[config.mk]
export PLATFORM = sky130hd
export DESIGN_NAME = staged_entity_conflict_set
export DESIGN_NICKNAME = d
export VERILOG_FILES = /design/src/sv/sce_pkg.sv /design/src/sv/staged_entity_conflict_set.sv /design/src/sv/sce_table.sv /design/src/sv/sce_seq.sv
export SDC_FILE = /design/constraint.sdc
export NUM_CORES = 2
export LEC_CHECK = 0
export ABC_CLOCK_PERIOD_IN_PS = 8400
export BUFFER_PORTS_ARGS = -buffer_cell sky130_fd_sc_hd__buf_2
export CELL_PAD_IN_SITES_DETAIL_PLACEMENT = 1
export CELL_PAD_IN_SITES_GLOBAL_PLACEMENT = 1
export CORE_MARGIN = 2
export CORE_UTILIZATION = 53
export CTS_CLUSTER_SIZE = 14
export DETAILED_ROUTE_END_ITERATION = 10
export HOLD_SLACK_MARGIN = 0.12
export PLACE_DENSITY = 0.76
export SLEW_MARGIN = 25
export SYNTH_ARGS = -nofsm -noshare
export SYNTH_HDL_FRONTEND = slang
export SYNTH_HIERARCHICAL = 1
export SYNTH_MEMORY_MAX_BITS = 65536
export SYNTH_SLANG_ARGS = --single-unit
[constraint.sdc]
create_clock -name clk -period 8.4 [get_ports clk]
set_clock_uncertainty 0.1 [all_clocks]
set_input_delay 1.26 -clock clk [delete_from_list [all_inputs] [get_ports clk]]
set_output_delay 1.26 -clock clk [all_outputs]
set_load 0.02 [all_outputs]
[src/sv/sce_pkg.sv]
`default_nettype none
package sce_pkg;

  localparam int ID_W = 64;

  // command codes
  localparam logic [2:0] CMD_QUERY   = 3'd0;
  localparam logic [2:0] CMD_INSERT  = 3'd1;
  localparam logic [2:0] CMD_CLEAR   = 3'd2;
  localparam logic [2:0] CMD_MOVE    = 3'd3;
  localparam logic [2:0] CMD_ADVANCE = 3'd4;
  localparam logic [2:0] CMD_SIZE    = 3'd5;

  localparam logic [6:0] COUNT_MAX = 7'd127;

  typedef struct packed {
    logic       hit;
    logic       conflict;
    logic [6:0] stage_count;
    logic [3:0] stage_after;
    logic       dropped;
  } result_t;

endpackage
`default_nettype wire

[src/sv/staged_entity_conflict_set.sv]
`default_nettype none
// staged entity conflict set: a table of entity ids, each with a mask of the
// pipeline stages that hold it, kept in one synchronous memory
// command channel: a transaction is taken on a rising edge with start high
// and busy low; cmd selects query, insert, clear, move, advance or size
// result channel: every command gives one result, shown for exactly one
// cycle with done high; the receiver cannot stall it, so no result waits
// query, insert, clear, move and advance walk the whole table, one entry per
// cycle through the single read port, then make the final update in a
// finishing state that shows the result; busy stays high until then,
// and the next command may be taken in the cycle the result is shown
// size, an unused command code, and insert, clear, move or advance with an
// invalid stage (or a move with an invalid target) answer without a walk
// reset: rst is synchronous; after it a clearing pass writes every entry free,
// with busy high until it ends
// stage counts live in registers and are updated incrementally
module staged_entity_conflict_set #(
  parameter int STAGES  = 4,
  parameter int ENTRIES = 64
) (
  input  wire logic        clk,
  input  wire logic        rst,
  input  wire logic        start,
  output logic             busy,
  input  wire logic [2:0]  cmd,
  input  wire logic [3:0]  stage,
  input  wire logic [3:0]  target_stage,
  input  wire logic [63:0] entity_id,
  input  wire logic        last,
  output logic             done,
  output logic             hit,
  output logic             conflict,
  output logic [6:0]       stage_count,
  output logic [3:0]       stage_after,
  output logic             dropped
);

  localparam int AW    = $clog2(ENTRIES);
  localparam int CW    = $clog2(ENTRIES + 1);
  // one word per entry: id above, stage mask below
  localparam int WIDTH = sce_pkg::ID_W + STAGES;

  logic             mem_we;
  logic [AW-1:0]    mem_waddr;
  logic [WIDTH-1:0] mem_wdata;
  logic             mem_re;
  logic [AW-1:0]    mem_raddr;
  logic [WIDTH-1:0] mem_rdata;
  sce_pkg::result_t res;

  sce_table #(
    .WIDTH (WIDTH),
    .DEPTH (ENTRIES),
    .AW    (AW)
  ) u_table (
    .clk   (clk),
    .we    (mem_we),
    .waddr (mem_waddr),
    .wdata (mem_wdata),
    .re    (mem_re),
    .raddr (mem_raddr),
    .rdata (mem_rdata)
  );

  sce_seq #(
    .STAGES  (STAGES),
    .ENTRIES (ENTRIES),
    .AW      (AW),
    .CW      (CW),
    .WIDTH   (WIDTH)
  ) u_seq (
    .clk          (clk),
    .rst          (rst),
    .start        (start),
    .busy         (busy),
    .cmd          (cmd),
    .stage        (stage),
    .target_stage (target_stage),
    .entity_id    (entity_id),
    .last         (last),
    .mem_we       (mem_we),
    .mem_waddr    (mem_waddr),
    .mem_wdata    (mem_wdata),
    .mem_re       (mem_re),
    .mem_raddr    (mem_raddr),
    .mem_rdata    (mem_rdata),
    .res          (res),
    .done         (done)
  );

  // result fields straight from the registered result
  assign hit         = res.hit;
  assign conflict    = res.conflict;
  assign stage_count = res.stage_count;
  assign stage_after = res.stage_after;
  assign dropped     = res.dropped;

endmodule
`default_nettype wire

[src/sv/sce_table.sv]
`default_nettype none
module sce_table #(
  parameter int WIDTH = 68,
  parameter int DEPTH = 64,
  parameter int AW    = 6
) (
  input  wire logic             clk,
  input  wire logic             we,
  input  wire logic [AW-1:0]    waddr,
  input  wire logic [WIDTH-1:0] wdata,
  input  wire logic             re,
  input  wire logic [AW-1:0]    raddr,
  output logic      [WIDTH-1:0] rdata
);

  logic [WIDTH-1:0] mem [DEPTH];

  always_ff @(posedge clk) begin
    if (we) begin
      mem[waddr] <= wdata;
    end
    if (re) begin
      rdata <= mem[raddr];
    end
  end

endmodule
`default_nettype wire

[src/sv/sce_seq.sv]
`default_nettype none
module sce_seq #(
  parameter int STAGES  = 4,
  parameter int ENTRIES = 64,
  parameter int AW      = 6,
  parameter int CW      = 7,
  parameter int WIDTH   = 68
) (
  input  wire logic             clk,
  input  wire logic             rst,
  input  wire logic             start,
  output logic                  busy,
  input  wire logic [2:0]       cmd,
  input  wire logic [3:0]       stage,
  input  wire logic [3:0]       target_stage,
  input  wire logic [63:0]      entity_id,
  input  wire logic             last,
  output logic                  mem_we,
  output logic      [AW-1:0]    mem_waddr,
  output logic      [WIDTH-1:0] mem_wdata,
  output logic                  mem_re,
  output logic      [AW-1:0]    mem_raddr,
  input  wire logic [WIDTH-1:0] mem_rdata,
  output sce_pkg::result_t      res,
  output logic                  done
);

  localparam logic [1:0] ST_CLR   = 2'd0;
  localparam logic [1:0] ST_IDLE  = 2'd1;
  localparam logic [1:0] ST_SWEEP = 2'd2;
  localparam logic [1:0] ST_FIN   = 2'd3;

  localparam int XW = (CW > 7) ? CW : 7;

  logic [1:0]        state;
  logic [CW-1:0]     cnt;
  logic              rvalid;
  logic [AW-1:0]     pa;
  logic              acc;
  logic [CW-1:0]     counts [STAGES];

  // latched command
  logic [2:0]        cmd_q;
  logic [STAGES-1:0] sb_q;
  logic [STAGES-1:0] tb_q;
  logic              same_q;
  logic [63:0]       id_q;
  logic              last_q;
  logic [3:0]        nxt_q;

  // search results
  logic              found;
  logic [AW-1:0]     fidx;
  logic [STAGES-1:0] fmask;
  logic              free_found;
  logic [AW-1:0]     free_idx;
  logic [CW-1:0]     inc;

  // decode of the incoming command
  logic              sv_in;
  logic              tv_in;
  logic [STAGES-1:0] sb_in;
  logic [STAGES-1:0] tb_in;
  logic [3:0]        nxt_in;
  logic [CW-1:0]     sel_cnt;
  logic [XW-1:0]     sel_cnt_x;
  sce_pkg::result_t  imm_res;

  // sweep data path
  logic [STAGES-1:0] m_r;
  logic [63:0]       id_r;
  logic              is_move;
  logic              mv_hit;
  logic [STAGES-1:0] newm;
  logic              tgt_new;
  logic              ins_write;

  assign busy = (state != ST_IDLE);

  always_comb begin
    sv_in  = stage < 4'(STAGES);
    tv_in  = target_stage < 4'(STAGES);
    sb_in  = STAGES'(1) << stage;
    nxt_in = (stage == 4'(STAGES - 1)) ? 4'd0 : stage + 4'd1;
    tb_in  = (cmd == sce_pkg::CMD_ADVANCE) ? (STAGES'(1) << nxt_in)
                                           : (STAGES'(1) << target_stage);
    sel_cnt = '0;
    for (int s = 0; s < STAGES; s++) begin
      if (stage == 4'(s)) begin
        sel_cnt = counts[s];
      end
    end
    sel_cnt_x = XW'(sel_cnt);
    // answer for commands that finish without a sweep
    imm_res = '0;
    if (cmd == sce_pkg::CMD_SIZE && sv_in) begin
      imm_res.stage_count = (sel_cnt_x > XW'(sce_pkg::COUNT_MAX)) ?
                            sce_pkg::COUNT_MAX : sel_cnt_x[6:0];
    end
    if (cmd == sce_pkg::CMD_ADVANCE && !sv_in) begin
      imm_res.stage_after = stage;
    end
  end

  always_comb begin
    m_r     = mem_rdata[STAGES-1:0];
    id_r    = mem_rdata[WIDTH-1:STAGES];
    is_move = (cmd_q == sce_pkg::CMD_CLEAR) || (cmd_q == sce_pkg::CMD_MOVE) ||
              (cmd_q == sce_pkg::CMD_ADVANCE);
    mv_hit  = |(m_r & sb_q);
    newm    = (m_r & ~sb_q) | (same_q ? '0 : tb_q);
    tgt_new = !same_q && !(|(m_r & tb_q));
    ins_write = (cmd_q == sce_pkg::CMD_INSERT) &&
                (found ? !(|(fmask & sb_q)) : free_found);
  end

  // memory port control; sweep writes hit the entry read in the cycle before,
  // never the one being read, and the insert write comes after the sweep
  always_comb begin
    mem_re    = (state == ST_SWEEP) && (cnt < CW'(ENTRIES));
    mem_raddr = cnt[AW-1:0];
    mem_we    = 1'b0;
    mem_waddr = pa;
    mem_wdata = {id_r, newm};
    case (state)
      ST_CLR: begin
        mem_we    = 1'b1;
        mem_waddr = cnt[AW-1:0];
        mem_wdata = '0;
      end
      ST_SWEEP: begin
        mem_we = rvalid && is_move && mv_hit;
      end
      ST_FIN: begin
        mem_we    = ins_write;
        mem_waddr = found ? fidx : free_idx;
        mem_wdata = found ? {id_q, fmask | sb_q} : {id_q, sb_q};
      end
      default: begin
        mem_we = 1'b0;
      end
    endcase
  end

  always_ff @(posedge clk) begin
    if (rst) begin
      state  <= ST_CLR;
      cnt    <= '0;
      rvalid <= 1'b0;
      done   <= 1'b0;
      acc    <= 1'b0;
      for (int s = 0; s < STAGES; s++) begin
        counts[s] <= '0;
      end
    end else begin
      done   <= 1'b0;
      rvalid <= 1'b0;
      case (state)
        ST_CLR: begin
          cnt <= cnt + CW'(1);
          if (cnt == CW'(ENTRIES - 1)) begin
            state <= ST_IDLE;
          end
        end
        ST_IDLE: begin
          if (start) begin
            cmd_q      <= cmd;
            sb_q       <= sb_in;
            tb_q       <= (cmd == sce_pkg::CMD_CLEAR) ? '0 : tb_in;
            same_q     <= (cmd == sce_pkg::CMD_CLEAR) || (sb_in == tb_in);
            id_q       <= entity_id;
            last_q     <= last;
            nxt_q      <= nxt_in;
            cnt        <= '0;
            found      <= 1'b0;
            free_found <= 1'b0;
            inc        <= '0;
            if ((cmd == sce_pkg::CMD_QUERY) ||
                (sv_in && ((cmd == sce_pkg::CMD_INSERT) ||
                           (cmd == sce_pkg::CMD_CLEAR) ||
                           (cmd == sce_pkg::CMD_ADVANCE) ||
                           (cmd == sce_pkg::CMD_MOVE && tv_in)))) begin
              state <= ST_SWEEP;
              res   <= '0;
            end else begin
              done <= 1'b1;
              res  <= imm_res;
            end
          end
        end
        ST_SWEEP: begin
          if (cnt < CW'(ENTRIES)) begin
            cnt    <= cnt + CW'(1);
            rvalid <= 1'b1;
            pa     <= cnt[AW-1:0];
          end
          if (rvalid) begin
            if ((|m_r) && (id_r == id_q)) begin
              found <= 1'b1;
              fidx  <= pa;
              fmask <= m_r;
            end
            if (!(|m_r) && !free_found) begin
              free_found <= 1'b1;
              free_idx   <= pa;
            end
            if (is_move && mv_hit && tgt_new) begin
              inc <= inc + CW'(1);
            end
            if (pa == AW'(ENTRIES - 1)) begin
              state <= ST_FIN;
            end
          end
        end
        ST_FIN: begin
          state <= ST_IDLE;
          done  <= 1'b1;
          case (cmd_q)
            sce_pkg::CMD_QUERY: begin
              res.hit      <= found;
              res.conflict <= acc | found;
              acc          <= last_q ? 1'b0 : (acc | found);
            end
            sce_pkg::CMD_INSERT: begin
              res.dropped <= !found && !free_found;
              for (int s = 0; s < STAGES; s++) begin
                if (sb_q[s] && ins_write) begin
                  counts[s] <= counts[s] + CW'(1);
                end
              end
            end
            default: begin
              if (cmd_q == sce_pkg::CMD_ADVANCE) begin
                res.stage_after <= nxt_q;
              end
              for (int s = 0; s < STAGES; s++) begin
                if (sb_q[s]) begin
                  counts[s] <= '0;
                end else if (tb_q[s]) begin
                  counts[s] <= counts[s] + inc;
                end
              end
            end
          endcase
        end
        default: begin
          state <= ST_IDLE;
        end
      endcase
    end
  end

endmodule
`default_nettype wire
# After elaboration in Yosys (flattened, before gate mapping)
# Memories as Yosys holds them, arrays and structs flattened. A register that Yosys moved wholly into a read port is not among the register bits.
# Index checks and enable logic that the tools add are counted.
# totals
mem_count,2
reg_bits,138
input_bits,79
ramBits,4380
word_cells,287
out_inout_bits,16
# memory_table
memory,words,word_bits,read_ports,rd_clocked_by_memory_dff,write_ports,line_no,rtl
u_table.mem,64,68,1,1,1,sce_table.sv:16,logic [WIDTH-1:0] mem [DEPTH];
u_seq.counts,4,7,4,0,4,sce_seq.sv:40,logic [CW-1:0] counts [STAGES];
# classes
n_mux,128
n_shift,3
eq_ne,33
n_addsub,11
n_lt_le_gt_ge,4
n_bitwise,23
reduce_logical,59
# ops
operator,count
$mux W7,22
$pmux W68 S2,1
$mux W1,79
$eq A64 B64 Y1,1
$add A7 B1 Y7 const B,6
$add A7 B7 Y7,4
$mux W4,7
$reduce_and A5 Y1,5
$pmux W7 S3,1
$logic_and A1 B1 Y1,18
$and A4 B4 Y4,4
$ne A2 B2 Y1 const B,8
$reduce_and A4 Y1,4
$reduce_or A4 Y1,4
$mux W14,1
$pmux W7 S2,1
$or A1 B1 Y1,13
$eq A3 B2 Y1 const B,4
$mux W12,1
$mux W2,6
$ne A2 B1 Y1 const B,6
$pmux W6 S2,1
$shl A1 B4 Y4 const A,3
$pmux W5 S2,1
other kinds (31),60

# Longest topological paths before layout
# depth
word_depth,14
ltp_mapped,13
mapped_depth_nobuf,13

# Cells and area by module
# Netlist, hierarchy kept.
# by_module_without_submodules
mod,n_inst,cells_per_inst,area_each_um2,seq_area_each_um2
sce_table,1,7201,167047.7,132727.3
sce_seq,1,892,9661.8,4794.6

# Least setup slack after synthesis
# OpenSTA, ideal clock, no wires.
# synth_timing
path_type,register -> register
from,register u_seq.state[0]
to,memory u_table.mem[48][0] (enable)
path_stages_with_launch,10
n_path_buf,4
setup_slack_ns,0.770
period_less_slack_ns,7.630
arrival_time_ns,6.952
setup_time_ns,0.578
t_required_ns,7.722
cell_sequence,dfxtp_1 > inv_1 > ha_1 > clkbuf_1 > clkbuf_1 > buf_1 > a21oi_1 > clkbuf_1 > or3_1 > nor3_1
# synth_rtl
item,line_no,rtl
start: declaration,sce_seq.sv:35,logic [1:0] state;
start signal: assignment,sce_seq.sv:147,state <= ST_CLR;
start signal: assignment,sce_seq.sv:162,state <= ST_IDLE;
start signal: assignment,sce_seq.sv:183,state <= ST_SWEEP;
$eq A2 B2 Y1 / $logic_not A2 Y1 (equally long branches),sce_seq.sv:125,case (state)
$pmux W6 S2 *,sce_seq.sv:125,
via mem_waddr[2],staged_entity_conflict_set.sv:44,logic [AW-1:0] mem_waddr;
end: declaration,sce_table.sv:16,
# The timed path passes the listed nets; every way through them passes the cells marked *.

# Worst setup path after layout
# layout_timing
from,register u_seq.state[0]
to,memory u_table.mem[31][56] (enable)
# The elaborated chain is that of the path after synthesis.

==> flow_summary.ini <==
[grt]
grt_util_met3 = 0.0761
top_usage_layer = met2
met1_usage = 0.424
antenna_found_initial = 21
met2_usage = 0.490
grt_pass1_wl_um = 747000
grt_usage = 0.316
grt_max_degree = 126
grt_pass1_vias = 95000
grt_overflow = 0

[place]
hpwl_um = 295000
port_buffers = 94
place_ws_ns = 2.63
gp_congestion = 0.873
placed_cell_area_sq_um = 184000

[logic_synthesis]
synth_mux_area_frac = 0.148
synthCells = 8093
ys.flop_type = edfxtp_1
synth_simple_gate_area_share = 0.0275
synth_compound_area_frac = 0.0252
synth_top_family_by_area = multiplexers
avgSynthCellArea_sq_um = 21.8
ys_seq_area_frac = 0.778
synth-xor-area-share = 0.00491
synth_common_cells = edfxtp_1, mux4_2, nand2_1
yosysMostFrequentCell = edfxtp_1
yosys.area.top_type_share = 0.776
syn_nets = 8215
synth.area.top_cells = edfxtp_1, mux4_2, mux2i_1
synthesis.area_sq_um = 177000
ys_ff_latch = 4586
synthArstFlopShare = 0
yosysWarningCount = 6
ys_types = 70
synth_edf_count = 4567
synth_fa_ha_area_frac = 0.00321
synth_largest_area_cell = edfxtp_1

[worst_setup_path]
rrSetupSlack_ns = 2.31
r2r-end = u_table/mem[31][56]
required_ns = 8.86
crit_type = reg2reg
path_max_fanout = 46
reg2reg_depth = 8
r2r_start = u_seq/state[0]
crit_arrival_ns = 6.55
crit_path_end_kind = flop
cp-start-kind = flop

[clock_tree]
cts_resized = 0
numCtsBuffers = 444
cts_tree = built
root_buffer = clkbuf_16
post-cts-setup-buffers = 0
ctsLongestPathBuffers = 4
clkTransAtPathRegs_ns = 0.06
hold_buffers = 0
cts_num_sinks = 4586
clkLatencyLatePin_ns = 0.99
h-tree-depth = 5

[worst_hold_path]
holdPathEnd = u_seq/id_q[43]
min-delay-start = entity_id[43]
hold_path.class = in2reg
holdPathStages = 1

[timing]
slew_viol_final = 0
setup_viol = 0
fin_setup_tns_ns = 0
rsz0062_at_grt = false
slew_headroom = 0.123
tightest_slew_ns = 1.31
fin_crit_ns = 6.09
post-route-period-util = 0.725
worst_slack_ns = 2.31
finalHoldViolCount = 0
max_freq_mhz = 164

[detailed_routing]
postRouteWirelength_um = 534000
dr.pass1.iters = 9
vias_per_cell = 6.97
dr_total_vias = 92200
drt_iter0_drc = 14500
wl_per_cell_um = 40.4
route.detailed.drc = 2
drtAntennaViolNets = 0

[floorplan]
die_h_um = 581
io_pins = 95
die_area_sq_um = 338000
rows = 212
coreArea_sq_um = 333000
start_util = 0.531
die_w_um = 581

[power]
power_uw = 46600
p_leak_uw = 0.0637
power_density_nw_per_um2 = 235
ir_worst_vdd_v = 0.000173

[layout]
area_delta_synth_final_pct = 12.3
finalInstanceArea_sq_um = 199000
seq_area_sq_um = 138000
fin_util = 0.597
multi_input_area_sq_um = 37700
drive_above_1_share = 0.256
fillers = 27400
nets = 8581

[status]
failed_checks = design-rule violations
status = finished, violations left

[run]
max_cap_viol_count = 0
## registers in the layout, indices dropped and copies added, names as in the netlist, 2 cells and up
register and cells:
u_seq/id_q 64, u_seq/cnt 7, u_seq/inc 7, u_seq/tb_q 4, u_seq/fmask 4, u_table/mem 4352
u_seq/counts 28, u_table/rdata 68, u_seq/nxt_q 4, u_seq/fidx 6, u_seq/cmd_q 3, u_seq/sb_q 4
u_seq/free_idx 6, u_seq/pa 6, u_seq/res 14, u_seq/state 2
## per-stage QoR
| stage | cells | hold WS (ns) |
|---|---|---|
| 3_5_place_dp | 12400 | 0.393 |
| 5_1_grt | 13200 | 0.304 |
| 4_1_cts | 13200 | 0.277 |
| 6_report | 13200 | 0.338 |
| 3_3_place_gp | 12400 | 0.378 |
| 2_1_floorplan | 8093 | 0.324 |
## how the worst max path moves through the flow
stage,from,endpoint,depth (start not counted)
final,u_seq/state[0],u_table/mem[31][56],8
after floorplan,u_seq/state[0],u_table/mem[48][0],9
after global routing,u_seq/state[0],u_table/mem[31][56],8
after global placement,u_seq/state[0],u_table/mem[44][56],9
after detailed placement,u_seq/state[0],u_table/mem[44][23],9
after CTS,u_seq/state[0],u_table/mem[44][30],9
## placed cells by master (no fill, tap or decap), types with 51 or more instances in the layout
| cell | n |
|---|---|
| buf_4 | 221 |
| nand2_1 | 244 |
| nor2_1 | 109 |
| o22ai_1 | 105 |
| clkbuf_16 | 446 |
| mux4_2 | 1088 |
| clkinv_2 | 79 |
| nor2_4 | 66 |
| a21oi_1 | 60 |
| nand3_1 | 205 |
| clkbuf_1 | 83 |
| inv_1 | 57 |
| clkinv_1 | 118 |
| buf_12 | 51 |
| mux2i_1 | 146 |
| buf_2 | 94 |
| nand4_1 | 105 |
| o21ai_0 | 68 |
| a22oi_1 | 144 |
| edfxtp_1 | 4567 |
## kinds of logic after synthesis
family | after synthesis
AOI/OAI and AO/OA | 631
and+or+nand+nor | 979
xor gates and xnor gates | 99
DFF | 4586
adders and majority gates | 43
buffers and inverters | 511
muxes | 1244
## routing by layer
| metal | vias up | part of all wire | wire length [um] |
|---|---|---|---|
| met2 | 7027 | 0.47 | 250000 |
| met3 | 1304 | 0.12 | 65200 |
| met1 | 48900 | 0.35 | 187000 |
| met5 | - | 0.00064 | 343 |
| met4 | 12 | 0.059 | 31500 |
| li1 | 34900 | - | - |
## report_power, final
group,total [uW],internal [uW],switching [uW]
logic,1780,698,1080
clock network,19800,11100,8660
registers,25000,24900,55.8
total,46600,36800,9800
## layout make-up
| class | count | area share |
|---|---|---|
| Sequential cell | 4586 | 0.693 |
| Multi-Input combinational cell | 2996 | 0.190 |
| Clock buffer | 529 | 0.0578 |
| Tap cell | 4387 | 0.0277 |
| Timing Repair Buffer | 374 | 0.0170 |
| Clock inverter | 285 | 0.0135 |
| Inverter | 57 | 0.00108 |
| Antenna cell | 14 | 0.000176 |
## critical path, stage by stage, from the launching register on
cell	delay, ns
dfxtp_1	0.48
inv_1	0.15
ha_4	0.82
buf_4	0.48
a221oi_1	0.11
a21oi_1	0.68
nand3b_1	0.79
nor2_4	0.97
buf_4	0.96
Power figures use the tool's default switching activity.
